===== src/rtl/lpna_pkg.sv =====
package lpna_pkg;

    localparam int IDX_IN_W = 10;
    localparam int FIELD_W  = 16;

    localparam logic [1:0] REQ_LOAD   = 2'd0;
    localparam logic [1:0] REQ_VERTEX = 2'd1;
    localparam logic [1:0] REQ_READ   = 2'd2;

    // Largest unit component, 1.0 in Q1.14
    localparam logic signed [FIELD_W-1:0] UNIT_ONE = 16'sd16384;

    typedef struct packed {
        logic [1:0]                 req_type;
        logic [IDX_IN_W-1:0]        point_index;
        logic signed [FIELD_W-1:0]  coord_x;
        logic signed [FIELD_W-1:0]  coord_y;
        logic                       line_start;
    } req_t;

    typedef struct packed {
        logic [IDX_IN_W-1:0]        out_index;
        logic signed [FIELD_W-1:0]  normal_x;
        logic signed [FIELD_W-1:0]  normal_y;
        logic                       zero_length;
    } res_t;

    // Status returned by the normalising unit
    typedef struct packed {
        logic                       valid;
        logic signed [FIELD_W-1:0]  normal_x;
        logic signed [FIELD_W-1:0]  normal_y;
        logic                       zero_length;
    } unit_res_t;

endpackage


===== src/rtl/lpna_norm_unit.sv =====
module lpna_norm_unit #(
    parameter int ACC_BITS = 28
) (
    input  logic                       clk,
    input  logic                       rst_n,
    input  logic                       go,
    input  logic signed [ACC_BITS-1:0] sum_x,
    input  logic signed [ACC_BITS-1:0] sum_y,
    output lpna_pkg::unit_res_t        res
);
    import lpna_pkg::*;

    localparam logic [2:0] U_IDLE  = 3'd0;
    localparam logic [2:0] U_SHIFT = 3'd1;
    localparam logic [2:0] U_SQA   = 3'd2;
    localparam logic [2:0] U_SQB   = 3'd3;
    localparam logic [2:0] U_SUM   = 3'd4;
    localparam logic [2:0] U_DIV   = 3'd5;
    localparam logic [2:0] U_SQRT  = 3'd6;
    localparam logic [2:0] U_FIN   = 3'd7;

    localparam logic [4:0] DIV_LAST_BIT = 5'd30;
    localparam logic [4:0] SQRT_LAST    = 5'd15;

    logic [2:0]                state_reg, state_next;
    logic [ACC_BITS-1:0]       a_reg, a_next, b_reg, b_next;
    logic                      neg_x_reg, neg_x_next, neg_y_reg, neg_y_next;
    logic [29:0]               a2_reg, a2_next, b2_reg, b2_next;
    logic [30:0]               s_reg, s_next;
    logic [30:0]               rem_reg, rem_next;
    logic [30:0]               q_reg, q_next;
    logic [4:0]                cnt_reg, cnt_next;
    logic                      comp_reg, comp_next;
    logic [31:0]               x_reg, x_next;
    logic [15:0]               root_reg, root_next;
    logic [19:0]               srem_reg, srem_next;
    logic signed [FIELD_W-1:0] nx_reg, nx_next, ny_reg, ny_next;
    logic                      zl_reg, zl_next;
    logic                      valid_reg, valid_next;

    logic [31:0]               div_sh;
    logic [31:0]               div_s;
    logic                      div_bit;
    logic [30:0]               div_rem;
    logic [19:0]               sq_sh;
    logic [19:0]               sq_trial;
    logic                      sq_bit;
    logic [16:0]               mag_sum;
    logic [FIELD_W-1:0]        mag;
    logic signed [FIELD_W-1:0] comp_val;

    always_comb
    begin
        div_sh  = (cnt_reg == DIV_LAST_BIT) ? {1'b0, rem_reg} : {rem_reg, 1'b0};
        div_s   = {1'b0, s_reg};
        div_bit = (div_sh >= div_s);
        div_rem = div_bit ? 31'(div_sh - div_s) : div_sh[30:0];

        sq_sh    = {srem_reg[17:0], x_reg[31:30]};
        sq_trial = {2'b00, root_reg, 2'b01};
        sq_bit   = (sq_sh >= sq_trial);

        // Round half up: ceil of the doubled root over two
        mag_sum  = {1'b0, root_reg} + 17'd1;
        mag      = mag_sum[16:1];
        comp_val = (comp_reg ? neg_y_reg : neg_x_reg) ? -$signed(mag) : $signed(mag);
    end

    always_comb
    begin
        state_next = state_reg;
        a_next     = a_reg;
        b_next     = b_reg;
        neg_x_next = neg_x_reg;
        neg_y_next = neg_y_reg;
        a2_next    = a2_reg;
        b2_next    = b2_reg;
        s_next     = s_reg;
        rem_next   = rem_reg;
        q_next     = q_reg;
        cnt_next   = cnt_reg;
        comp_next  = comp_reg;
        x_next     = x_reg;
        root_next  = root_reg;
        srem_next  = srem_reg;
        nx_next    = nx_reg;
        ny_next    = ny_reg;
        zl_next    = zl_reg;
        valid_next = 1'b0;

        case (state_reg)
            U_IDLE:
            begin
                if (go)
                begin
                    neg_x_next = sum_x[ACC_BITS-1];
                    neg_y_next = sum_y[ACC_BITS-1];
                    a_next     = sum_x[ACC_BITS-1] ? ACC_BITS'(-sum_x) : ACC_BITS'(sum_x);
                    b_next     = sum_y[ACC_BITS-1] ? ACC_BITS'(-sum_y) : ACC_BITS'(sum_y);
                    if (sum_x == '0 && sum_y == '0)
                    begin
                        nx_next    = '0;
                        ny_next    = '0;
                        zl_next    = 1'b1;
                        valid_next = 1'b1;
                    end
                    else
                    begin
                        zl_next    = 1'b0;
                        state_next = U_SHIFT;
                    end
                end
            end
            U_SHIFT:
            begin
                // Halve both until they fit in 15 bits
                if ((|a_reg[ACC_BITS-1:15]) || (|b_reg[ACC_BITS-1:15]))
                begin
                    a_next = a_reg >> 1;
                    b_next = b_reg >> 1;
                end
                else
                begin
                    state_next = U_SQA;
                end
            end
            U_SQA:
            begin
                a2_next    = a_reg[14:0] * a_reg[14:0];
                state_next = U_SQB;
            end
            U_SQB:
            begin
                b2_next    = b_reg[14:0] * b_reg[14:0];
                state_next = U_SUM;
            end
            U_SUM:
            begin
                s_next     = {1'b0, a2_reg} + {1'b0, b2_reg};
                rem_next   = {1'b0, a2_reg};
                q_next     = '0;
                cnt_next   = DIV_LAST_BIT;
                comp_next  = 1'b0;
                state_next = U_DIV;
            end
            U_DIV:
            begin
                // One quotient bit of c*c*2^30 / s per cycle
                rem_next = div_rem;
                q_next   = {q_reg[29:0], div_bit};
                if (cnt_reg == '0)
                begin
                    x_next     = {1'b0, q_reg[29:0], div_bit};
                    root_next  = '0;
                    srem_next  = '0;
                    cnt_next   = SQRT_LAST;
                    state_next = U_SQRT;
                end
                else
                begin
                    cnt_next = cnt_reg - 5'd1;
                end
            end
            U_SQRT:
            begin
                // One root bit per cycle
                x_next = {x_reg[29:0], 2'b00};
                if (sq_bit)
                begin
                    srem_next = sq_sh - sq_trial;
                    root_next = {root_reg[14:0], 1'b1};
                end
                else
                begin
                    srem_next = sq_sh;
                    root_next = {root_reg[14:0], 1'b0};
                end
                if (cnt_reg == '0)
                    state_next = U_FIN;
                else
                    cnt_next = cnt_reg - 5'd1;
            end
            U_FIN:
            begin
                if (!comp_reg)
                begin
                    nx_next    = comp_val;
                    comp_next  = 1'b1;
                    rem_next   = {1'b0, b2_reg};
                    q_next     = '0;
                    cnt_next   = DIV_LAST_BIT;
                    state_next = U_DIV;
                end
                else
                begin
                    ny_next    = comp_val;
                    valid_next = 1'b1;
                    state_next = U_IDLE;
                end
            end
            default:
            begin
                state_next = U_IDLE;
            end
        endcase
    end

    always_ff @(posedge clk or negedge rst_n)
    begin
        if (!rst_n)
        begin
            state_reg <= U_IDLE;
            valid_reg <= 1'b0;
        end
        else
        begin
            state_reg <= state_next;
            valid_reg <= valid_next;
        end
    end

    always_ff @(posedge clk)
    begin
        a_reg     <= a_next;
        b_reg     <= b_next;
        neg_x_reg <= neg_x_next;
        neg_y_reg <= neg_y_next;
        a2_reg    <= a2_next;
        b2_reg    <= b2_next;
        s_reg     <= s_next;
        rem_reg   <= rem_next;
        q_reg     <= q_next;
        cnt_reg   <= cnt_next;
        comp_reg  <= comp_next;
        x_reg     <= x_next;
        root_reg  <= root_next;
        srem_reg  <= srem_next;
        nx_reg    <= nx_next;
        ny_reg    <= ny_next;
        zl_reg    <= zl_next;
    end

    assign res.valid       = valid_reg;
    assign res.normal_x    = nx_reg;
    assign res.normal_y    = ny_reg;
    assign res.zero_length = zl_reg;

endmodule


===== config.mk =====
export PLATFORM = sky130hd
export DESIGN_NAME = lpna_norm_unit
export DESIGN_NICKNAME = d
export VERILOG_FILES = /design/src/rtl/lpna_pkg.sv /design/src/rtl/lpna_norm_unit.sv
export SDC_FILE = /design/constraint.sdc
export NUM_CORES = 1
export LEC_CHECK = 0
export ABC_AREA = 0
export BUFFER_PORTS_ARGS = -buffer_cell sky130_fd_sc_hd__buf_2
export CORE_AREA = 2 2 264 266
export CTS_CLUSTER_DIAMETER = 80
export DETAILED_ROUTE_END_ITERATION = 8
export DIE_AREA = 0 0 266 268
export GPL_ROUTABILITY_DRIVEN = 0
export SLEW_MARGIN = 20
export SYNTH_ARGS = -nofsm -noshare
export SYNTH_HDL_FRONTEND = slang
export SYNTH_SLANG_ARGS = --single-unit

===== constraint.sdc =====
create_clock -name clk -period 6.17 [get_ports clk]
set_input_delay 0.3085 -clock clk [delete_from_list [all_inputs] [get_ports clk]]
set_output_delay 0.3085 -clock clk [all_outputs]
set_load 0.03 [all_outputs]

[Yosys cells after proc, flatten, opt, wreduce, memory -nomap -nowiden]
Index checks and enable logic that the tools add are counted.
Operators by class
  reductions and logical operators: 22
  equality and inequality tests: 18
  order comparisons: 2
  multipliers: 2
  muxes and demuxes: 46
  add/subtract/negate cells: 8
Operator list (count)
  $mux 28: 6
  $pmux 28 s2: 2
  $mux 16: 6
  $pmux 16 s2: 3
  $pmux 31 s3: 1
  $pmux 30 s3: 1
  $mux 32: 2
  $pmux 32 s2: 1
  $mux 31: 2
  $mul 15x15->30: 2
  $logic_not 28->1: 2
  $neg 28->28: 2
  $mux 18: 2
  $pmux 18 s2: 1
  $ge 32x31->1: 1
  $add 30x30->31: 1
  $sub 31x31->31: 1
  $mux 30: 1
  $reduce_or 13->1: 2
  $pmux 3 s8: 1
  $ge 20x18->1: 1
  $ne 2x2->1 const B: 10
  $pmux 5 s4: 1
  $mux 3: 6
  22 further kinds: 40
Storage, ports and cells
  input bits: 59
  register bits: 319
  logic and storage cells: 117

[Longest topological paths before layout]
Gate-level depths: netlist of the first run.
  depth in word-level cells: 5
  mapped depth: 25
  depth with buffers taken out: 24

[Worst setup path after synthesis of the first run]
OpenSTA, ideal clock, no wires.
  kind: register -> register
  from: register b_reg[3]
  to: register b2_reg[28] (data pin)
  path buffers: 1
  library setup time: 0.265 ns
  arrival: 6.179 ns
  stages on the path, launching flop included: 24
  data required time: 5.905 ns
  setup slack: -0.274 ns
  cells stage by stage: edfxtp_1 clkbuf_1 nand2_1 inv_1 fa_1 inv_1 fa_1 inv_1 fa_1 inv_1 fa_1 inv_1 fa_1 fa_1 ha_1 and3_1 a221o_1 a21oi_1 o21ai_0 o221a_2 a221o_1 a22oi_1 o21ai_0 xor2_1
On the way
  word-level cells in the longest chain between the ends: 1
Ends and longest elaborated chain
  start, declared: line lpna_norm_unit.sv:26  | logic [ACC_BITS-1:0] a_reg, a_next, b_reg, b_next;
  start signal, assigned: line lpna_norm_unit.sv:225  | b_reg <= b_next;
  $mul 15x15->30: line lpna_norm_unit.sv:134  | b2_next = b_reg[14:0] * b_reg[14:0];
  end signal, assigned: line lpna_norm_unit.sv:229  | b2_reg <= b2_next;
  end, declared: line lpna_norm_unit.sv:28  | logic [29:0] a2_reg, a2_next, b2_reg, b2_next;
No other way between the ends.
A chain may end at the register's enable or synchronous reset.

[Worst setup path after layout of the first run]
  from: register b_reg[9]
  to: register b2_reg[26] (data pin)
Same word-level chain as after synthesis.

==> impl_metrics.toml, run 1 <==
[global_route]
top_usage_layer = "met2"
grt_util_met2_pct = 35.3
grt_pass1_wl_um = 117000
grt_pass1_vias = 23300
grt_overflow_total = 0
grt_usage_pct = 20.2
use_met1_pct = 26.2
antenna_found_initial = 0
grt_max_degree = 109
gr-usage-met3_pct = 2.25

[yosys]
ys_seq_area_share_pct = 31.2
ys_seq_elements = 317
synth-adder-area-share_pct = 29.0
yosys.area_share.xor_xnor_pct = 5.92
syn-num-nets = 3769
synth_compound_area_share_pct = 11.1
syn_area_per_cell_um2 = 9.62
synthSimpleGateAreaFrac_pct = 14.2
netlist_instances = 3169
async_flop_share_pct = 1.26
synth_edf_count = 313
muxShareOfSynthArea_pct = 0.952
synth_ff_type = "edfxtp_1"
synthesis.area_um2 = 30500
synth_top_family_by_area = "adder cells"
synth_warnings = 0
synth.distinct_cells = 76

[floorplanning]
core_region_area_um2 = 68200
num_io_pins = 93
dieArea_um2 = 71300
die_h_um = 268
num_rows = 96
initial_utilization_pct = 44.7
die_w_um = 266

[detailed_routing]
drc = 0
drt_iter0_drc = 1212
antenna_left = 0
vias = 22400
first_pass_iters = 5
post_drt_wl_per_cell_um = 16.4
wl_um = 70800
vias_per_cell = 5.18

[timing]
tightest_slew_ns = 0.969
finalSetupViolCount = 3
fmaxAchievable_ghz = 0.160
min_period_ns = 6.26
hold_violations = 0
slew_headroom_pct = 34.7
slew_violations = 0
min_period_over_period_pct = 102
finalWorstSetupSlack_ns = -0.0942
rsz0062_at_grt = "true"
skew_ns = 0.0162

[job]
max_cap_violations = 0

[final_layout]
largest_reg_flops = 32
fill_cells = 6208
final_layout_size_suffix_gt1_share_pct = 15.0
stdcell_count = 4316
final_cell_mix = "473 x inv_1, 423 x nand2_1, 313 x edfxtp_1"
syn_to_final_growth_pct = 15.1
final_common_cell = "inv_1"
fin_util_pct = 51.4
layout.nets = 4005
diodes = 0

[clock_network]
htree_levels = 2
clk_path_buf_depth = 3
cts_root_buf = "clkbuf_16"
clk_pin_slew_worst_paths_ns = 0.06
cts_tree = "built"
clk_latency_ns = 0.57
cts.sink_count = 317
cts_buffers = 39

[power_and_ir_drop]
totalPowerFinal_mw = 4.74
pwr_density_cell_nw_per_um2 = 135
ir_drop_v = 0.000163
p_leak_nw = 16.3

[placed_design]
dp_cells = 4198
preCtsSetupSlack_ns = -0.230
hpwl_um = 56300
numPortBuffers = 92

[setup_path]
crit_buf_inv = 5
cp_data_arrival_time_ns = 6.57
crit_path_top_delay_cell = "fa_1"
end_kind = "flop"
crit_type = "reg2reg"
slowest_delay_ns = 0.56
worst_setup_path_start_kind = "flop"
critPathTopFamily = "adder cells"
crit_chain = "buf_6, and2_1, fa_1, inv_1, fa_1, inv_1, fa_1, ha_4, fa_1, inv_1, fa_1, inv_1, ha_1, a21o_1, a221o_1, a21oi_2, o21ai_2, o221a_4, a221o_1, a22oi_2, a21oi_2, xor2_1"
cp_max_fo = 3
cpMostUsedCell = "fa_1"
worstPathRequired_ns = 6.48

[outcome]
status = "finished with violations"
violations = "negative setup slack"

[min_path]
hold_path.class = "in2async"
## final timing paths
kind	start	endpoint	slack, ns	cells after the start
worst min register to register	x_reg[15]	x_reg[17]	0.49	2
max in group asynchronous	rst_n	state_reg[2]	5.92	2
worst min-delay path	rst_n	valid_reg	0.09	2
worst max-delay path	b_reg[9]	b2_reg[26]	-0.09	22
worst max register to register	b_reg[9]	b2_reg[26]	-0.09	22
min in group clk	sum_x[26]	a_reg[26]	0.12	3
## metrics by stage
stage | setup TNS [ns] | hold slack, ns | instance area, µm²
2_1_floorplan | -0.00694 | 0.0129 | 30600
3_3_place_gp | -0.364 | 0.140 | 33000
3_5_place_dp | -1.09 | 0.146 | 33000
4_1_cts | -0.458 | 0.0530 | 34600
5_1_grt | -2.58 | 0.0785 | 35100
6_report | -0.221 | 0.0915 | 35100
## cells in the mapped netlist (4+ instances only)
cell	instances	area, µm²
or2_2	6	37.5
nand2b_1	25	156
o31a_1	10	87.6
a22oi_1	5	37.5
a211oi_1	24	180
or3_1	18	113
a31oi_1	15	93.8
o21bai_1	14	105
a31o_2	6	52.6
nand2_1	437	1640
edfxtp_1	313	9400
nor4_1	16	100
a21boi_0	9	67.6
a221o_1	7	70.1
o22ai_1	8	50.1
a211o_1	6	52.6
clkbuf_1	110	413
mux2_2	8	90.1
xor2_1	87	762
o211ai_1	18	135
nand4_1	23	144
o41ai_1	8	70.1
fa_1	275	5510
o21a_1	27	203
o31ai_1	16	120
ha_1	266	3330
o21ai_0	142	711
inv_1	489	1840
or4_1	5	37.5
mux2i_1	20	200
nor3_1	29	145
dfrtp_1	4	100
nor2_1	159	597
and3_1	45	282
xnor2_1	119	1040
nand3_1	29	145
nor2b_1	17	106
a21oi_1	129	646
a21o_1	53	398
and2_1	109	682
o21ai_1	10	50.1
## worst reg2reg max path: cells and delay by family (launching register included)
kind                       cells  cell delay [ns]
buffers and inverters          5             0.37
DFF                            1             0.47
xor gates and xnor gates       1             0.14
and+or+nand+nor                1             0.18
AOI/OAI and AO/OA              8             1.75
adders and majority gates      7             3.11
## timing repair
item | 4_1_cts | 5_1_grt
resized for setup | 39 | 73
hold buffers | 1 | 0
pin swaps | 35 | 69
setup endpoints to repair | 11 | 22
setup buffers | 25 | 22
hold endpoints to repair | 4 | 0
gates cloned | 0 | 0
## routing by layer
metal / vias to the layer above / share of wire [%]
li1: 11000 / -
met1: 10800 / 45
met2: 446 / 49
met3: 105 / 3.4
met4: 0 / 3.0
met5: - / 0
## layout make-up
type | count | area (µm²) | area share, %
inverters | 490 | 1840 | 5.25
repair buffers | 315 | 2180 | 6.22
well taps | 882 | 1100 | 3.15
flip-flops and latches | 317 | 9500 | 27.1
multi-input cells | 2242 | 19200 | 54.6
clock buffers | 44 | 995 | 2.84
clock inverters | 26 | 288 | 0.821
## report_power, final
| group | internal [mW] | switching [mW] | leakage (nW) |
|---|---|---|---|
| clock | 1.35 | 0.944 | 0.625 |
| combinational | 0.0459 | 0.0613 | 12.7 |
| sequential | 2.34 | 0 | 2.95 |
| total | 3.73 | 1.01 | 16.3 |
## kinds of logic after synthesis
family	after synthesis
muxes	28
DFF	317
and+or+nand+nor	934
xor gates and xnor gates	206
buffers and inverters	610
adders and majority gates	541
AOI/OAI and AO/OA	533
(Power assumes the default switching activity.)
==> run 2: changes to the inputs <==
- CORE_AREA: 2 2 264 266 -> 2 2 294 238
- DIE_AREA: 0 0 266 268 -> 0 0 296 240
==> run 2 against run 1 <==
Net effect: the run still ends with negative setup slack left; cell count rose by 0.58%; sequential share of layout area is 0.13 points lower; fmax up 0.56%; global-route usage grew 0.21 points; largest cell class unchanged; largest power group is now clock; clock power up 4%.
==> impl_metrics.toml, run 2 (synthesis gave the netlist of run 1 again) <==
[timing]
skew_ns = 0.0226
finalSetupViolCount = 6
finalWorstSetupSlack_ns = -0.0591
min_period_ns = 6.23
slew_violations = 0
hold_violations = 0
rsz0062_at_grt = "true"
tightest_slew_ns = 1.08
whs_ns = 0.0659
setup_tns_ns = -0.177
slew_headroom_pct = 27.2
fmaxAchievable_ghz = 0.161
min_period_over_period_pct = 101

[floorplanning]
num_rows = 86
die_w_um = 296
initial_utilization_pct = 44.7
dieArea_um2 = 71000
core_region_area_um2 = 68200
num_io_pins = 93
die_h_um = 240

[placed_design]
postPlaceCellArea_um2 = 33000
preCtsSetupSlack_ns = -0.220
numPortBuffers = 92
hpwl_um = 55600
dp_cells = 4229

[power_and_ir_drop]
pwr_density_cell_nw_per_um2 = 137
ir_drop_v = 0.000145
p_leak_nw = 16.2

[setup_path]
r2r_slack_ns = -0.06
cp_data_arrival_time_ns = 6.55
slowest_delay_ns = 0.56
cp_max_fo = 6
rr_worst_depth = 24
worstReg2RegEnd = "a2_reg[25]"
end_kind = "flop"
worst_setup_path_start_kind = "flop"
reg2reg_from = "a_reg[3]"
crit_chain = "nand2_2, inv_2, fa_1, inv_2, fa_1, inv_2, fa_1, inv_1, fa_1, inv_2, fa_1, inv_2, fa_1, inv_2, ha_4, nand4_1, or4_4, a31o_4, a31oi_4, o22ai_2, buf_4, o21bai_1, a21oi_1, xnor2_1"
crit_path_top_delay_cell = "fa_1"
worstPathRequired_ns = 6.49
crit_type = "reg2reg"

[global_route]
grt_overflow_total = 0
grt_max_degree = 109
grt_pass1_wl_um = 117000
grt_pass1_vias = 22700
grt_util_met2_pct = 32.6
grt_usage_pct = 20.4
top_usage_layer = "met2"
use_met1_pct = 29.7
antenna_found_initial = 0
gr-usage-met3_pct = 2.63

[final_layout]
largest_reg_flops = 32
layout.nets = 3990
syn_to_final_growth_pct = 15.6
final_cell_mix = "461 x inv_1, 418 x nand2_1, 313 x edfxtp_1"
final_common_cell = "inv_1"
final_layout_size_suffix_gt1_share_pct = 15.4
stdcell_count = 4341
fill_cells = 6188
postLayoutCellArea_um2 = 35200
diodes = 0

[clock_network]
clk_latency_ns = 0.59
cts_tree = "built"
cts_buffers = 38
htree_levels = 2
cts_root_buf = "clkbuf_16"
clk_pin_slew_worst_paths_ns = 0.06
cts.sink_count = 317
clk_path_buf_depth = 3

[detailed_routing]
vias = 22400
post_drt_wl_per_cell_um = 16.3
antenna_left = 0
wl_um = 70900
drt_iter0_drc = 1218
first_pass_iters = 7
drc = 0
vias_per_cell = 5.16

[outcome]
violations = "negative setup slack"
status = "finished with violations"

[min_path]
hold_path.class = "in2async"

[job]
max_cap_violations = 0
[run 2: through the flow]
step / util [%] / power [mW]
3_5_place_dp: 48.3 / 2.49
2_1_floorplan: - / 2.45
5_1_grt: 51.6 / 5.00
3_3_place_gp: 48.3 / 2.49
4_1_cts: 50.8 / 4.90
6_report: 51.6 / 4.84
[run 2: worst max-delay path by stage]
| stage | startpoint | endpoint | cells after the start |
|---|---|---|---|
| floorplan | b_reg[3] | b2_reg[28] | 23 |
| global placement | a_reg[9] | a2_reg[27] | 23 |
| detailed placement | a_reg[4] | a2_reg[29] | 24 |
| CTS | b_reg[3] | b2_reg[28] | 22 |
| global route | a_reg[3] | a2_reg[29] | 24 |
| finish | a_reg[3] | a2_reg[25] | 24 |
[run 2: report_power, final]
part | leakage, nW | internal (mW) | switching, mW
Clock | 0.634 | 1.41 | 0.983
Sequential | 2.95 | 2.34 | 0
Combinational | 12.6 | 0.0459 | 0.0585
[run 2: critical path, delay by kind of cell, from the launching register on]
family	cells	cell delay, ns
compound gates	5	0.72
simple gates	3	0.68
flops	1	0.53
xor+xnor	1	0.14
buf+inv	8	0.46
fa+ha+maj	7	3.41
[run 2: repair_timing]
item                       CTS  global route
setup endpoints to repair   11            23
gates resized for setup     36           130
hold buffers                 1             0
hold endpoints to repair     4             0
pin swaps                   29            85
buffers inserted            34            15
[run 2: layer usage]
metal	part of all wire, %	routed length [µm]
met4	1.8	1250
met1	49	34600
met5	0	0
met2	44	31500
met3	4.9	3500
[run 2: layout make-up]
class                   instances  area [µm²]  share of cell area, %
inverters                     490        1840                   5.22
clock inverters                25         357                   1.01
well taps                     924        1160                   3.28
clock buffers                  42         966                   2.74
multi-input cells            2242       19300                   54.7
repair buffers                301        2150                   6.10
flip-flops and latches        317        9500                   27.0
